`src/rtl/fpt_sqrt.sv`:
```
// ----------------------------------------------------------------------------
// fpt_sqrt
// Pipelined integer square root, one root bit per stage (floor result).
// ----------------------------------------------------------------------------
module fpt_sqrt #(
  parameter int WX = 64
) (
  input  logic              clk,
  input  logic              en,
  input  logic [WX-1:0]     x,
  output logic [WX/2-1:0]   root
);

  localparam int N  = WX / 2;
  localparam int WR = WX / 2;
  localparam int WM = WR + 2;

  logic [WM-1:0] rem_in  [N];
  logic [WR-1:0] root_in [N];
  logic [WX-1:0] x_in    [N];
  logic [WM-1:0] rem_r   [N];
  logic [WR-1:0] root_r  [N];
  logic [WX-1:0] x_r     [N];

  for (genvar k = 0; k < N; k++) begin : g_stage
    logic [WM+1:0] rem2;
    logic [WM+1:0] trial;
    logic          fits;

    // Stage inputs come from the port or the previous stage.
    if (k == 0) begin : g_first
      assign rem_in[k]  = '0;
      assign root_in[k] = '0;
      assign x_in[k]    = x;
    end else begin : g_next
      assign rem_in[k]  = rem_r[k-1];
      assign root_in[k] = root_r[k-1];
      assign x_in[k]    = x_r[k-1];
    end

    // Bring down two radicand bits and try the next root bit.
    assign rem2  = {rem_in[k], x_in[k][WX-1 -: 2]};
    assign trial = (WM + 2)'({root_in[k], 2'b01});
    assign fits  = rem2 >= trial;

    always_ff @(posedge clk) begin
      if (en) begin
        rem_r[k]  <= fits ? WM'(rem2 - trial) : WM'(rem2);
        root_r[k] <= {root_in[k][WR-2:0], fits};
        x_r[k]    <= x_in[k] << 2;
      end
    end
  end

  assign root = root_r[N-1];

endmodule

```
`config.mk`:
```
export PLATFORM = sky130hd
export DESIGN_NAME = fpt_sqrt
export DESIGN_NICKNAME = d
export VERILOG_FILES = /design/src/rtl/fpt_sqrt.sv
export SDC_FILE = /design/constraint.sdc
export NUM_CORES = 2
export LEC_CHECK = 0
export ABC_CLOCK_PERIOD_IN_PS = 6120
export BUFFER_PORTS_ARGS = -buffer_cell sky130_fd_sc_hd__buf_4
export CAP_MARGIN = 20
export CORE_MARGIN = 2
export CORE_UTILIZATION = 65
export CTS_CLUSTER_DIAMETER = 100
export DETAILED_ROUTE_END_ITERATION = 6
export PLACE_DENSITY = 0.84
export SLEW_MARGIN = 10
export SYNTH_ARGS = -nofsm -noshare
export SYNTH_HDL_FRONTEND = slang
export SYNTH_MEMORY_MAX_BITS = 65536
export SYNTH_SLANG_ARGS = --single-unit
export TNS_END_PERCENT = 30
```
`constraint.sdc`:
```
create_clock -name clk -period 6.12 [get_ports clk]
set_input_delay 0.612 -clock clk [delete_from_list [all_inputs] [get_ports clk]]
set_output_delay 0.612 -clock clk [all_outputs]
set_load 0.1 [all_outputs]
```
==> impl_metrics.ini <==
[run_status]
status = finished clean

[grt]
grt_pass1_wl_um = 385000
overflow = 0
grt_max_degree = 190
antenna_found_initial = 1
first_global_vias = 73500
grt_use_total_pct = 26.4

[critical_path]
cpMaxStageDelayCell = a31oi_4
cp_cell_sequence = nor4_2 > nand3_1 > or4_1 > or4_4 > or4_4 > a31oi_4 > a211o_2 > nor3_1 > xor2_1
crit_path_start_kind = flip-flop
worstPathArrival_ns = 5.07
path_buf_inv = 0
worstPathMaxFanout = 27
crit_family = simple AND/OR/NAND/NOR gates
critPathRequiredTime_ns = 6.76
crit_top_cell = or4_4
slowest_delay_ns = 0.60
crit_type = reg -> reg
crit_path_end_kind = flip-flop

[pwr]
p_leak_nw = 49.9
p_per_area_nw_per_um2 = 378
vdd_ir_drop_max_uv = 297

[synthesis]
syn_area_um2 = 118000
synth_fp_nets = 9741
synth_top_area_share_pct = 64.4
synthArstFlopShare_pct = 0
ys_warn_count = 0
synth_edf_count = 2523
synth_simple_gate_area_share_pct = 10.1
synth.avg_cell_area_um2 = 12.9
synth_cell_types = 87
synthAdderAreaFrac_pct = 5.98
synth_cells = 9113
synth.area.top_cells = edfxtp_1, ha_1, xor2_1
synth_mux_area_share_pct = 0.716
yosysSeqAreaShare_pct = 64.4
synth_common_cells = edfxtp_1, inv_1, nand2_1
ys_ff_latch = 2523
synth_most_common_cell = edfxtp_1
synth_largest_area_cell = edfxtp_1
synth_top_family_by_area = simple AND/OR/NAND/NOR gates
synthXorXnorAreaFrac_pct = 6.27
synth_compound_area_share_pct = 9.72
synthFlopType = edfxtp_1

[finish]
finalInstanceArea_um2 = 131000
final_cells = 12000
nets = 10100
drive_above_1_share_pct = 7.19
syn_to_final_growth_pct = 11.0

[sta]
maxSlewHeadroom_pct = 19.3
fmax_ghz = 0.225
setup_tns_ns = 0
hold_violations = 0
min_period_over_period_pct = 72.5
finalSetupViolCount = 0
skew_ns = 0.0521
report.final.slew_viol_count = 0
rsz0062_at_grt = no
worst_pin_slew_ns = 1.20
min_period_ns = 4.44
setup_slack_ns = 1.68

[place]
pre_cts_slack_ns = 1.67
dp.cells = 11500
port_buffers = 97
dpl_cell_area_um2 = 121000
place_congestion = 0.965
hpwl_um = 170000

[run]
maxCapViolations = 0

[die]
rows = 156
pin_count = 98
die_w_um = 429
initial_core_util_pct = 65.3
fp.dieH_um = 429
coreArea_um2 = 180000
die-area_um2 = 184000

[detailed_routing]
drc_errors = 0
wl_um = 246000
detail-route-antenna-nets = 0
viasPerCell = 6.05
num_vias = 72600
wl_per_cell_um = 20.5
drtIter0Drc = 6060
firstDrtPassIters = 7

[clocking]
cts_num_sinks = 2523
root_buffer = clkbuf_16
tritoncts = built
cts.clk_slew.worst_paths_ns = 0.06
ctsHtreeMaxLevel = 5
clk_path_buf_depth = 4
worstSkewPairLatency_ns = 0.93
numCtsBuffers = 274

[worst_hold_path]
hold_class = in -> reg
## per-stage QoR
stage	util, %	hold slack [ns]	total power [mW]
detailed placement	67.3	0.405	33.5
global route	72.5	0.333	51.5
global placement	67.3	0.400	33.1
finish	72.5	0.298	49.3
CTS	72.4	0.297	49.5
floorplan	-	0.400	30.4
## worst paths after layout
path | start | depth (start not counted) | slack [ns] | endpoint
max | rem_r[0][356] | 9 | 1.68 | rem_r[0][403]
min | en | 1 | 0.30 | root_r[0][448]
max reg2reg | rem_r[0][356] | 9 | 1.68 | rem_r[0][403]
min reg2reg | x_r[1][353] | 0 | 0.39 | x_r[1][417]
## worst register-to-register path: cells and delay by family, from the launching register on
| family | cells | cell delay, ns |
|---|---|---|
| AND/OR/NAND/NOR | 6 | 2.62 |
| AO/OA/AOI/OAI | 2 | 0.96 |
| flip-flops | 1 | 0.44 |
| XOR/XNOR | 1 | 0.16 |
## cell type report
class	count	area (um^2)
inverters	695	2610
multi-input cells	5711	38600
clock buffers	328	7210
fillers	11300	49600
clock inverters	138	1330
repair buffers	230	2100
well taps	2370	2970
diodes	2	5.00
flip-flops and latches	2523	75800
## flip-flops by register name (all words and copies together) (netlist names)
register  cells
rem_r      1003
root_r      528
x_r         992
## cells by family (layout without fill, tap and decap cells)
group                    count (synthesis)  after routing
other                                    1              3
multiplexers                            76             76
adder cells (fa/ha/maj)                562            562
AND/OR/NAND/NOR                       2382           2382
flip-flops                            2523           2523
AO/OA/AOI/OAI                         1848           1848
buffers and inverters                  879           1391
XOR/XNOR                               842            842
## repair_timing
| item | in CTS | in global routing |
|---|---|---|
| gates resized for setup | 0 | 0 |
| hold endpoints to repair | 65 | 0 |
| hold buffers | 65 | 0 |
| buffers inserted | 0 | 0 |
## per-layer routing
layer  up-vias  part of all wire (%)  track usage, %
li1      34400                     -               -
met1     35300                    37            29.6
met2      2307                    53            49.0
met3       645                   4.6            3.57
met4         0                   5.0            13.2
met5         -                     0               0
## power breakdown
part	switching, mW	leakage, nW	total [mW]	internal [mW]
clock	6.51	4.15	15.9	9.42
combinational	6.01	21.5	10.2	4.18
sequential	1.37	24.3	23.2	21.9
total	13.9	49.9	49.3	35.5
## cells in the final DEF, fill, tap and decap left out, types with 123 or more instances in the layout
cell,n
o21ai_0,516
nor4_1,129
edfxtp_1,2523
nand3_1,144
nor3_1,237
buf_4,149
ha_1,562
xnor2_1,395
nand2b_1,123
clkbuf_16,281
xor2_1,447
inv_1,692
a21o_1,217
nor2_1,551
a21oi_1,550
nand2_1,642
Power figures use the tool's default switching activity.
