### src/rtl/fpt_pkg.sv
// ----------------------------------------------------------------------------
// fpt_pkg
// Shared widths, reset values, register indexes and arithmetic unit settings
// for the fiber permeability tensor pipeline.
// ----------------------------------------------------------------------------
package fpt_pkg;

  // Field widths.
  localparam int FRAC_W     = 16;
  localparam int GAIN_W     = 48;
  localparam int CFG_IDX_W  = 3;
  localparam int CFG_DATA_W = 48;

  // Reset value of the fraction limit (0.9 in Q0.16).
  localparam logic [FRAC_W-1:0] MAX_FRACTION_RST = 16'd58982;

  // Saturated value of every tensor term.
  localparam logic [GAIN_W-1:0] TERM_MAX = '1;

  // Digit width of the partial products and latency of the multiplier.
  localparam int MUL_DIG = 24;
  localparam int MUL_LAT = 3;

  // Configuration register indexes.
  typedef enum logic [CFG_IDX_W-1:0] {
    CFG_GAIN_DARCY_AXIAL    = 3'd0,
    CFG_GAIN_DARCY_INPLANE  = 3'd1,
    CFG_GAIN_DARCY_OUTPLANE = 3'd2,
    CFG_GAIN_FORCH_AXIAL    = 3'd3,
    CFG_GAIN_FORCH_INPLANE  = 3'd4,
    CFG_GAIN_FORCH_OUTPLANE = 3'd5,
    CFG_MAX_FRACTION        = 3'd6
  } cfg_idx_t;

endpackage

### src/rtl/fpt_mul.sv
// ----------------------------------------------------------------------------
// fpt_mul
// Pipelined wide multiplier: digit products, then row sums, then the total.
// ----------------------------------------------------------------------------
module fpt_mul #(
  parameter int WA  = 48,
  parameter int WB  = 32,
  parameter int DIG = fpt_pkg::MUL_DIG
) (
  input  logic             clk,
  input  logic             en,
  input  logic [WA-1:0]    a,
  input  logic [WB-1:0]    b,
  output logic [WA+WB-1:0] p
);

  localparam int NA  = (WA + DIG - 1) / DIG;
  localparam int NB  = (WB + DIG - 1) / DIG;
  localparam int WAP = NA * DIG;
  localparam int WBP = NB * DIG;
  localparam int WP  = WA + WB;

  logic [WAP-1:0]   a_pad;
  logic [WBP-1:0]   b_pad;
  logic [2*DIG-1:0] pp_r [NA][NB];
  logic [WP-1:0]    row_nxt [NA];
  logic [WP-1:0]    row_r [NA];
  logic [WP-1:0]    p_nxt;
  logic [WP-1:0]    p_r;

  assign a_pad = WAP'(a);
  assign b_pad = WBP'(b);

  // Stage 1: every digit by digit product.
  always_ff @(posedge clk) begin
    if (en) begin
      for (int i = 0; i < NA; i++) begin
        for (int j = 0; j < NB; j++) begin
          pp_r[i][j] <= a_pad[i*DIG +: DIG] * b_pad[j*DIG +: DIG];
        end
      end
    end
  end

  // Stage 2: sum each row of partial products.
  always_comb begin
    for (int i = 0; i < NA; i++) begin
      row_nxt[i] = '0;
      for (int j = 0; j < NB; j++) begin
        row_nxt[i] = row_nxt[i] + (WP'(pp_r[i][j]) << (j * DIG));
      end
    end
  end

  always_ff @(posedge clk) begin
    if (en) begin
      row_r <= row_nxt;
    end
  end

  // Stage 3: sum the rows.
  always_comb begin
    p_nxt = '0;
    for (int i = 0; i < NA; i++) begin
      p_nxt = p_nxt + (row_r[i] << (i * DIG));
    end
  end

  always_ff @(posedge clk) begin
    if (en) begin
      p_r <= p_nxt;
    end
  end

  assign p = p_r;

endmodule

### config.mk
export PLATFORM = sky130hd
export DESIGN_NAME = fpt_mul
export DESIGN_NICKNAME = d
export VERILOG_FILES = /design/src/rtl/fpt_pkg.sv /design/src/rtl/fpt_mul.sv
export SDC_FILE = /design/constraint.sdc
export NUM_CORES = 2
export LEC_CHECK = 0
export BUFFER_PORTS_ARGS = -buffer_cell sky130_fd_sc_hd__buf_2
export CAP_MARGIN = 5
export CORE_ASPECT_RATIO = 0.6
export CORE_MARGIN = 2
export CORE_UTILIZATION = 61
export DETAILED_ROUTE_END_ITERATION = 10
export GPL_TIMING_DRIVEN = 0
export PLACE_DENSITY = 0.78
export SYNTH_ARGS = -nofsm -noshare
export SYNTH_HDL_FRONTEND = slang
export SYNTH_SLANG_ARGS = --single-unit
### constraint.sdc
create_clock -name clk -period 14.5 [get_ports clk]
set_input_delay 2.9 -clock clk [delete_from_list [all_inputs] [get_ports clk]]
set_output_delay 2.9 -clock clk [all_outputs]
set_load 0.01 [all_outputs]
==> summary.md <==
| Metric | Value |
|---|---|
| Maxcap violations | 7 |
| Mapped cell area | between 0.06 and 0.07 mm² |
| Number of input and output port buffers inserted | about 130 |
| Clock tree from TritonCTS | built |
| Area enclosed by the die boundary | 0.109 mm² |
| Placer's final routability congestion estimate | ~1.1 |
| Hold WC Path Type | flop to flop |
| H-tree levels | 2 |
| Critical-path maximum fanout | 10 |
| Count of cell types in the netlist | 72 |
| Transition at the pin with the smallest max-transition slack | 1.59 ns |
| Drt total wl | ~230000 µm |
| Post-layout utilization of the core | 0.655 |
| DIE WIDTH | 425 µm |
| Post-route DRC | 0 |
| Clock input transition at the sequential cells of the worst setup and hold paths | 0.06 ns |
| Period minus WS final | 13.08 ns |
| Leading post-synthesis cells by instance count | 1387 x sky130_fd_sc_hd__inv_1, 1231 x sky130_fd_sc_hd__fa_1, 935 x sky130_fd_sc_hd__nand2_1 |
| Ordered list of cells on the worst path | clkbuf_1 -> clkbuf_1 -> nand2_1 -> fa_1 -> fa_1 -> inv_1 -> fa_1 -> fa_1 -> fa_1 -> fa_1 -> inv_1 -> fa_1 -> inv_1 -> ha_1 -> nand2_1 -> o21ai_0 -> a211o_1 -> a211oi_2 -> o311ai_2 -> a31oi_4 -> o41ai_1 -> a221o_1 -> a21oi_2 -> xnor2_1 |
| Setup repair bufs after CTS | 0 |
| Cts hold-fix bufs | 0 |
| Nets | about 8800 |
| First-pass GRT wire length | 335000 µm |
| Setup repair after global routing missed its margin | no |
| Endpoint kind of the worst setup timing path | flop |
| Synth Flop Type | sky130_fd_sc_hd__edfxtp_1 |
| Data arrival, critical path | 13.32 ns |
| Die extent in y | around 260 µm |
| Most common cell in the synthesized netlist | sky130_fd_sc_hd__inv_1 |
| Half-perimeter wire length of the detailed placement result | around 190000 µm |
| Post-place instance area | 0.0673 mm² |
| Number of enable-type register cells in the synthesized netlist | roughly 350 |
| Worst Hold Margin | 0.415 ns |
| Final design area excluding fillers | 0.0688 mm² |
| Layout filler cell count | 8660 |
| Setup CP Type | input pin to flop |
| Final Setup Violations | 0 |
| Cell type of the slowest stage on the worst timing path | sky130_fd_sc_hd__clkbuf_1 |
| Run status | complete, but fails checks |
| # resized after CTS | 0 |
| Average cell area after synthesis | 9.60 µm² |
| Root Driver | sky130_fd_sc_hd__clkbuf_16 |
| Worst max-slew margin expressed relative to the limit | -0.0683 |
| Cells after Synth | between 6000 and 7000 |
| Largest area contributor in the netlist | sky130_fd_sc_hd__fa_1 |
| Clock insertion delay at the later pin of the skew report | 0.61 ns |
| Starting density of the core | 0.616 |
| Async set or reset register ratio after synthesis | 0 |
| Detailed-routing iteration count for the pre-antenna-repair pass | 7 |
| Total vias in the final route | 50300 |
| Vias in the first global route | 49600 |
| Remaining antenna violation count | 0 |
| Pin count of the biggest net entering global routing | 100 |
| Number of placement rows | 92 |
| Via density | between 5 and 6 |
| Initial antenna violation count | 30 |
| Share of the synthesized area in the top cell type | 0.381 |
| Achievable clock frequency | 76.4 MHz |
| Number of CTS-inserted buffers | 39 |
| Maximum number of buffers from clock root to sink | 3 |
| Setup crit start kind | input pin |
| CP most frequent cell | sky130_fd_sc_hd__fa_1 |
| Required time of the worst setup path | 14.74 ns |
| Overall overflow remaining after global route | 0 |
| Final Max Tran Viols | 48 |
| Synth-to-Final Area Change | 6.26% |
| Mapped Nets | 8590 |
| Violation count after the first detailed-route iteration | 6608 |
| Number of register bits inferred by synthesis | 353 |
| Synth top area cells | sky130_fd_sc_hd__fa_1 38%, sky130_fd_sc_hd__edfxtp_1 16%, sky130_fd_sc_hd__ha_1 10% |
| Clk sink count | 353 |
| Final Hold Vio Count | 0 |
| Fraction of layout instances using a drive strength above 1 | 0.0334 |
| Wire length per cell after detailed routing | 27.5 µm |
| Worst-case clock skew | roughly 0.033 ns |
| Core footprint | 0.105 mm² |
| Period utilisation layout | 0.902 |
| GRT Overall Usage | 0.431 |
| Failing checks | capacitance limit, slew limit |
| Number of warnings issued by yosys | 0 |
| Fin Setup TNS | 0 ns |
| Largest stage delay on the critical path | 1.04 ns |
| Sequential area share after synthesis | 0.164 |
| Count of pins on the block boundary | 162 |
[routing by layer]
layer	vias to the layer above	global-route usage	wire length [µm]	share of wire
li1	21000	-	-	-
met2	3687	0.524	82800	0.36
met3	471	0.273	46300	0.20
met5	-	0.0285	524	0.0023
met1	25200	0.617	92900	0.40
met4	14	0.130	8570	0.037
[placed cells by master, fill, tap and decap left out, drive strengths merged, types with 35 or more instances in the layout]
cell type	instances
nand3	35
a21oi	204
o21ai	90
ha	533
xnor2	156
clkbuf	373
edfxtp	353
nand2	935
buf	147
nor2	118
and2	749
xor2	86
a21o	156
inv	1395
fa	1231
[critical path: cells and delay by family]
| family | cells | cell delay, ns |
|---|---|---|
| fa+ha+maj | 8 | 4.10 |
| compound gates | 8 | 2.97 |
| buf+inv | 5 | 2.11 |
| xor+xnor | 1 | 0.90 |
| simple gates | 2 | 0.29 |
[through the flow]
stage | std cells | setup slack, ns
after floorplan | 6744 | 4.87
after global placement | 8283 | 1.45
after detailed placement | 8288 | 1.42
after CTS | 8357 | 2.00
after global routing | 8367 | 1.40
final | 8395 | 1.42
[sequential cells by signal (all words and copies together) (netlist names)]
name   cells
p         80
pp_r     160
row_r    113
[final timing paths]
| check | start | endpoint | slack, ns | cells past startpoint |
|---|---|---|---|---|
| setup / recovery | b[10] | pp_r[1][72]$_DFFE_PP_ | 1.42 | 24 |
| hold / removal | pp_r[1][42]$_DFFE_PP_ | row_r[10]$_DFFE_PP_ | 0.42 | 0 |
| setup reg to reg | row_r[104]$_DFFE_PP_ | p[64]$_DFFE_PP_ | 9.98 | 14 |
| hold reg to reg | pp_r[1][42]$_DFFE_PP_ | row_r[10]$_DFFE_PP_ | 0.42 | 0 |
[area by class of cell]
type	count	area [µm²]	share of cell area
timing repair buffer	140	867	0.0126
clock inverter	25	338	0.00491
tap	1410	1760	0.0256
antenna	32	80.1	0.00116
inverter	1387	5210	0.0757
sequential	353	10600	0.154
multi-input combinational	4668	47700	0.693
buffer	336	1280	0.0186
clock buffer	44	995	0.0145
[logic make-up after synthesis]
kind of cell               Yosys count  share of synthesized area
xor gates and xnor gates           242                     0.0327
adders and majority gates         1764                      0.484
DFF                                353                      0.164
AOI/OAI and AO/OA                  653                     0.0670
and+or+nand+nor                   2009                      0.153
buffers and inverters             1723                      0.100
Power is left out: the tool's default activity adds up to more than one toggle a clock period on the data nets, which glitch-free logic cannot reach.
